--- src/rtl/trs_pkg.sv ---
// shared types and constants for the transform compose pipeline
// no dependencies; used by trs_scale_round and trs_transform_compose_top
package trs_pkg;

   // quaternion component, signed Q2.14
   typedef logic signed [15:0] quat_type;
   // uniform scale, signed Q8.16
   typedef logic signed [23:0] scale_type;
   // position and matrix outputs, signed Q16.16
   typedef logic signed [31:0] word_type;
   // pairwise quaternion product, exact in Q4.28
   typedef logic signed [31:0] prod_type;
   // rotation element before scaling, exact in Q.28 with headroom for 1 - 2(a+b)
   typedef logic signed [33:0] elem_type;
   // element times scale, exact in Q.44
   typedef logic signed [57:0] wide_type;

   typedef struct packed {
      word_type x;
      word_type y;
      word_type z;
   } pos_type;

   localparam int ElemCount = 9;
   localparam int FracShift = 28;

   localparam elem_type OneQ28  = elem_type'(1) <<< FracShift;
   localparam wide_type HalfQ28 = wide_type'(1) <<< (FracShift - 1);

   // sign-extend a quaternion product into element width
   function automatic elem_type ext_prod(input prod_type p);
      return elem_type'(p);
   endfunction

endpackage

--- src/rtl/trs_scale_round.sv ---
// one rotation element times the uniform scale, rounded to Q16.16 and saturated
// two register stages: product, then round and clamp; uses trs_pkg
module trs_scale_round (
   input  logic               clock,
   input  trs_pkg::elem_type  elem,
   input  trs_pkg::scale_type scale_val,
   output trs_pkg::word_type  mat_out
);
   import trs_pkg::*;

   wide_type mult_in;
   wide_type mult_ff;
   wide_type rnd_sum;
   logic signed [57-FracShift:0] rnd_q;
   word_type res_in;
   word_type res_ff;

   // exact product, one 34x24 multiplier
   assign mult_in = wide_type'(elem) * wide_type'(scale_val);

   always_ff @(posedge clock) begin
      mult_ff <= mult_in;
   end

   // add half an lsb and floor: nearest, ties toward plus infinity
   assign rnd_sum = mult_ff + HalfQ28;
   assign rnd_q   = rnd_sum[57:FracShift];

   // clamp to the signed 32-bit range
   always_comb begin
      priority if (wide_type'(rnd_q) > wide_type'(32'sh7fff_ffff)) begin
         res_in = 32'sh7fff_ffff;
      end else if (wide_type'(rnd_q) < wide_type'(32'sh8000_0000)) begin
         res_in = 32'sh8000_0000;
      end else begin
         res_in = word_type'(rnd_q);
      end
   end

   always_ff @(posedge clock) begin
      res_ff <= res_in;
   end

   assign mat_out = res_ff;

endmodule

--- config.mk ---
export PLATFORM = sky130hd
export DESIGN_NAME = trs_scale_round
export DESIGN_NICKNAME = d
export VERILOG_FILES = /design/src/rtl/trs_pkg.sv /design/src/rtl/trs_scale_round.sv
export SDC_FILE = /design/constraint.sdc
export NUM_CORES = 2
export LEC_CHECK = 0
export ABC_CLOCK_PERIOD_IN_PS = 5900
export BUFFER_PORTS_ARGS = -buffer_cell sky130_fd_sc_hd__buf_2
export CORE_MARGIN = 3
export CORE_UTILIZATION = 45
export DETAILED_ROUTE_END_ITERATION = 10
export GPL_TIMING_DRIVEN = 0
export PLACE_DENSITY_LB_ADDON = 0.05
export SETUP_SLACK_MARGIN = 0.4
export SLEW_MARGIN = 20
export SYNTH_ARGS = -nofsm -noshare
export SYNTH_HDL_FRONTEND = slang
export SYNTH_SLANG_ARGS = --single-unit
--- constraint.sdc ---
create_clock -name clock -period 5.9 [get_ports clock]
set_input_delay 0 -clock clock [delete_from_list [all_inputs] [get_ports clock]]
set_output_delay 0 -clock clock [all_outputs]
set_load 0.01 [all_outputs]
Yosys cells after proc, flatten, opt, wreduce, memory -nomap -nowiden
Cells that the tools add are included.
{"block": "classes", "n_addsub": 1, "order_cmp": 2, "multipliers": 1, "muxes": 1}
{"op": "$add A58 B29 Y58 const B", "count": 1}
{"op": "$mul A34 B24 Y58", "count": 1}
{"op": "$gt A30 B32 Y1 const B", "count": 1}
{"op": "$lt A30 B32 Y1 const B", "count": 1}
{"op": "$mux W32", "count": 1}
{"block": "word_totals", "elab_cells": 7, "output_inout_bits": 32, "ff_bits": 90}

Longest topological paths before layout
{"block": "depth", "word_depth": 3, "ltp_mapped": 27, "mapped_depth_nobuf": 25}

Worst setup path after synthesis
No wires, ideal clock.
{"block": "synth_path", "path_kind": "input -> register", "start": "input port scale_val[3]", "end": "register mult_ff[57]", "path_stages": 25, "path_buffers": 2, "path_slack_ns": -0.410, "required_time_ns": 5.779, "t_arrival_ns": 6.189, "setup_time_ns": 0.121, "path_cell_list": "clkbuf_1 -> clkbuf_1 -> nand2_1 -> fa_1 -> inv_1 -> fa_1 -> inv_1 -> fa_1 -> fa_1 -> inv_1 -> fa_1 -> fa_1 -> inv_1 -> fa_1 -> inv_1 -> ha_1 -> nand2_1 -> or3_1 -> or2_1 -> or3_1 -> o22ai_2 -> a211o_2 -> a311o_1 -> a21o_1 -> xnor2_1"}
{"block": "synth_between", "elab_chain_cells": 1}
{"element": "start, declared", "line_no": "trs_scale_round.sv:6", "source": "input trs_pkg::scale_type scale_val,"}
{"element": "$mul A34 B24 Y58", "line_no": "trs_scale_round.sv:19", "source": "assign mult_in = wide_type'(elem) * wide_type'(scale_val);"}
{"element": "via mult_in[57]", "line_no": "trs_scale_round.sv:11", "source": "wide_type mult_in;"}
{"element": "end signal, assigned", "line_no": "trs_scale_round.sv:22", "source": "mult_ff <= mult_in;"}
{"element": "end, declared", "line_no": "trs_scale_round.sv:12", "source": "wide_type mult_ff;"}
The timed path passes the listed nets, and every way through them passes these cells.
A chain may end at the register's enable or synchronous reset.

Worst setup path after layout
{"block": "layout_path", "start": "input port scale_val[12]", "end": "register mult_ff[41]"}
Same word-level chain as after synthesis.

==> results by group <==
Synth
  – Main synth FF type: sky130_fd_sc_hd__dfxtp_1
  – Combinational family with the most area after synthesis: adder cells
  – Simple-Gate Fraction of Synth Area: 16.0%
  – Area share of the largest cell type after synthesis: 55.6%
  – Post-synthesis register bit count: 62
  – Cell types with the largest area share after synthesis: sky130_fd_sc_hd__fa_1 56%, sky130_fd_sc_hd__inv_1 10%, sky130_fd_sc_hd__and2_1 8.2%
  – Post-synth EDFFs: 0
  – Fraction of the yosys area taken by sequential cells: 4.17%
  – Most repeated cell in the gate-level netlist after synthesis: sky130_fd_sc_hd__inv_1
  – Async set-or-reset flop fraction in the synthesized netlist: 0%
  – Net count after synthesis: 4226
  – Post-Synth XOR/XNOR Area: 2.15%
  – Fraction of synthesized area in multiplexers: 0.0336%
  – Top cell types by occurrence after synthesis: 827 x sky130_fd_sc_hd__inv_1, 826 x sky130_fd_sc_hd__fa_1, 422 x sky130_fd_sc_hd__nand2_1
  – Yosys top cell by area: sky130_fd_sc_hd__fa_1
  – Synth Area in Compound Gates: 3.39%
  – Cells after synthesis: 3190
  – YS warnings: 0
  – Total standard cell area after synthesis: 0.0298 mm2
  – Arithmetic-cell share of the synthesized area counting full adders, half adders and majority gates: 61.9%
  – Per-instance average area after synthesis: 9.33 um2
  – Number of distinct library cells after synthesis: 66

Timing
  – Setup slack after layout: -0.595 ns
  – Count of endpoints failing setup in the final report: 23
  – RSZ-0062 raised after global routing: yes
  – Setup skew after layout: 0.0122 ns
  – Fin crit share: 110%
  – Max transition margin: 30.6%
  – Slew of the pin with the lowest slew margin: 1.03 ns
  – Min Clock Period, post-route: 6.49 ns
  – Top achievable clock speed: 154 MHz
  – Accumulated negative setup slack: -9.93 ns
  – Fin. Hold Viols: 0
  – Final max-slew violation count: 0

Die
  – Die extent in x: 263 um
  – IO Count: 91
  – Placeable core region: 0.0649 mm2
  – Die outline height: 263 um
  – Number of placement rows: 93
  – Initial cell density of the core: 45.8%
  – DIE AREA: 0.0692 mm2

Routing
  – Detail Route met3 WL: 6780 um
  – Via Count: 22700
  – Final antenna-violating net count: 0
  – WL final: 113000 um
  – Number of remaining DRC errors: 0
  – DRC violation total after the first TritonRoute iteration: 1471
  – Topmost layer with routed signal wires: met5
  – Number of optimization iterations in the first detailed-route pass: 5
  – Routed length on met2: 55100 um
  – Vias per cell: 5.27
  – Detail-routed net length per standard cell: 26.2 um
  – Met1 Wirelength: 44400 um

Hold path
  – Hold Path Cell Cnt: 1
  – Worst min-delay path category: reg -> reg

GRT
  – Total global routing track utilization: 33.6%
  – Initial antenna violation count: 6
  – Wire length of the first global-routing pass: 170000 um
  – Grt ovf: 0
  – Vias in the first global route: 25800
  – Largest net degree at the start of global routing: 12

Critical path
  – Setup slack of the worst register-to-register path: 3.18 ns
  – Master of the slowest instance on the critical path: sky130_fd_sc_hd__fa_2
  – Critical Path Sink Type: flop
  – Worst endpoint required time: 6.13 ns
  – Largest fanout of any net on the critical path: 8
  – Crit path launch type: input pin
  – End of the worst register-to-register path: mat_out[30]
  – Arrival time reported for the critical path endpoint: 6.72 ns
  – Critical path class: in -> reg
  – CP startpoint: scale_val[12]
  – Worst-case reg-to-reg path depth: 8
  – Origin of the critical flop-to-flop path: mult_ff[38]
  – Crit path largest cell delay: 0.65 ns
  – Crit path top cell by count: sky130_fd_sc_hd__fa_1
  – CP Capture Point: mult_ff[41]

Clocking
  – TritonCTS buffer count: 9
  – CTS clock-pin slew for the worst setup and hold paths: 0.05 ns
  – Deepest clock path buffer count: 2
  – CTS tree: yes
  – Hold-fix buffers at CTS: 0
  – Clock Sink Count: 62
  – Clk_lat worst skew: 0.35 ns
  – Maximum level of the CTS H-tree: 3
  – Root buffer cell: sky130_fd_sc_hd__clkbuf_16

Layout
  – Relative area change from synthesis to final layout: 25.5%
  – Number of nets in the layout: 4485
  – Layout cell share with drive strength beyond 1: 20.6%

Place
  – Gp weighted congestion: 0.958
  – HPWL Detailed: 92800 um
  – # port buffers: 85

Run status
  – Violated checks: negative setup slack
  – Outcome: complete, but fails checks

Run
  – # Max-Cap Violations: 0
==> worst min-delay path by stage <==
stage | start | end | slack (ns)
floorplan | mat_out[0] | mat_out[0] | 0.30
global placement | mat_out[9] | mat_out[9] | 0.40
detailed placement | mat_out[13] | mat_out[13] | 0.40
CTS | mult_ff[33] | mat_out[5] | 0.46
global route | mult_ff[49] | mat_out[21] | 0.49
finish | mult_ff[33] | mat_out[5] | 0.46
==> final cells by class <==
class / count / area [um2]
Fill cell: 5748 / 27600
Multi-Input combinational cell: 2148 / 26300
Inverter: 828 / 3130
Buffer: 152 / 2980
Timing Repair Buffer: 248 / 2310
Sequential cell: 62 / 1240
Tap cell: 855 / 1070
Clock buffer: 11 / 243
Clock inverter: 5 / 57.6
Antenna cell: 3 / 7.51
==> timing repair <==
action	CTS	global route
cloned	5	2
resized for setup	628	117
pin swaps	127	100
setup endpoints to repair	31	31
buffers inserted	129	27
endpoints found under the hold margin	0	0
==> cell families (layout without fill, tap and decap cells) <==
family,after synthesis,after routing
buffers and inverters,980,1244
adder cells (fa/ha/maj),977,977
AND/OR/NAND/NOR,947,947
AO/OA/AOI/OAI,150,150
XOR/XNOR,73,73
flip-flops,62,62
multiplexers,1,1
other,0,3
==> state kept, by name, summed over array words and instances, names as in the netlist <==
signal and cells:
mat_out 31, mult_ff 31
==> worst max-delay path: cells and delay by family <==
family	cells	cell delay, ns
xor gates and xnor gates	1	0.13
adders and majority gates	8	3.93
buffers and inverters	9	0.82
AOI/OAI and AO/OA	3	0.59
and+or+nand+nor	6	1.23
==> routing by layer <==
metal	global-route usage, %	up-vias
met5	0	-
met4	15.4	2
met3	4.62	257
met2	57.4	846
met1	42.4	12000
li1	-	9619
==> through the flow <==
step / std cells / hold slack (ns) / util, % / instance area, um2 / worst slack, ns
2_1_floorplan: 3190 / 0.304 / - / 30700 / -0.0691
3_3_place_gp: 4130 / 0.397 / 49.6 / 32200 / -2.58
3_5_place_dp: 4130 / 0.395 / 49.6 / 32200 / -2.55
4_1_cts: 4280 / 0.464 / 56.5 / 36700 / -0.586
5_1_grt: 4310 / 0.486 / 57.5 / 37300 / -0.693
6_report: 4312 / 0.459 / 57.5 / 37300 / -0.595
==> layout by cell type (no fill, tap or decap), drive strengths merged, types with 2 or more instances in the layout <==
master   count
nand3b       2
a211oi       7
o31ai        4
dfxtp       62
fa         826
nand3       21
and2       389
nor2        53
buf        254
ha         151
a311oi       2
a21oi       48
a21boi       2
a21o        25
nor3         5
o22ai        2
or3          2
o21a         4
o21bai       3
nand4       16
xor2        19
a2111oi      2
diode        3
nand2      423
clkbuf     157
and4         7
o21ai       27
clkinv       4
inv        828
a31oi        6
xnor2       54
and3         9
nand2b      10
nor2b        2
nor3b        3
a211o        2
or2          2
o211ai       7
Power is left out: the tool's default activity adds up to more than one toggle a clock period on the data nets, which glitch-free logic cannot reach.
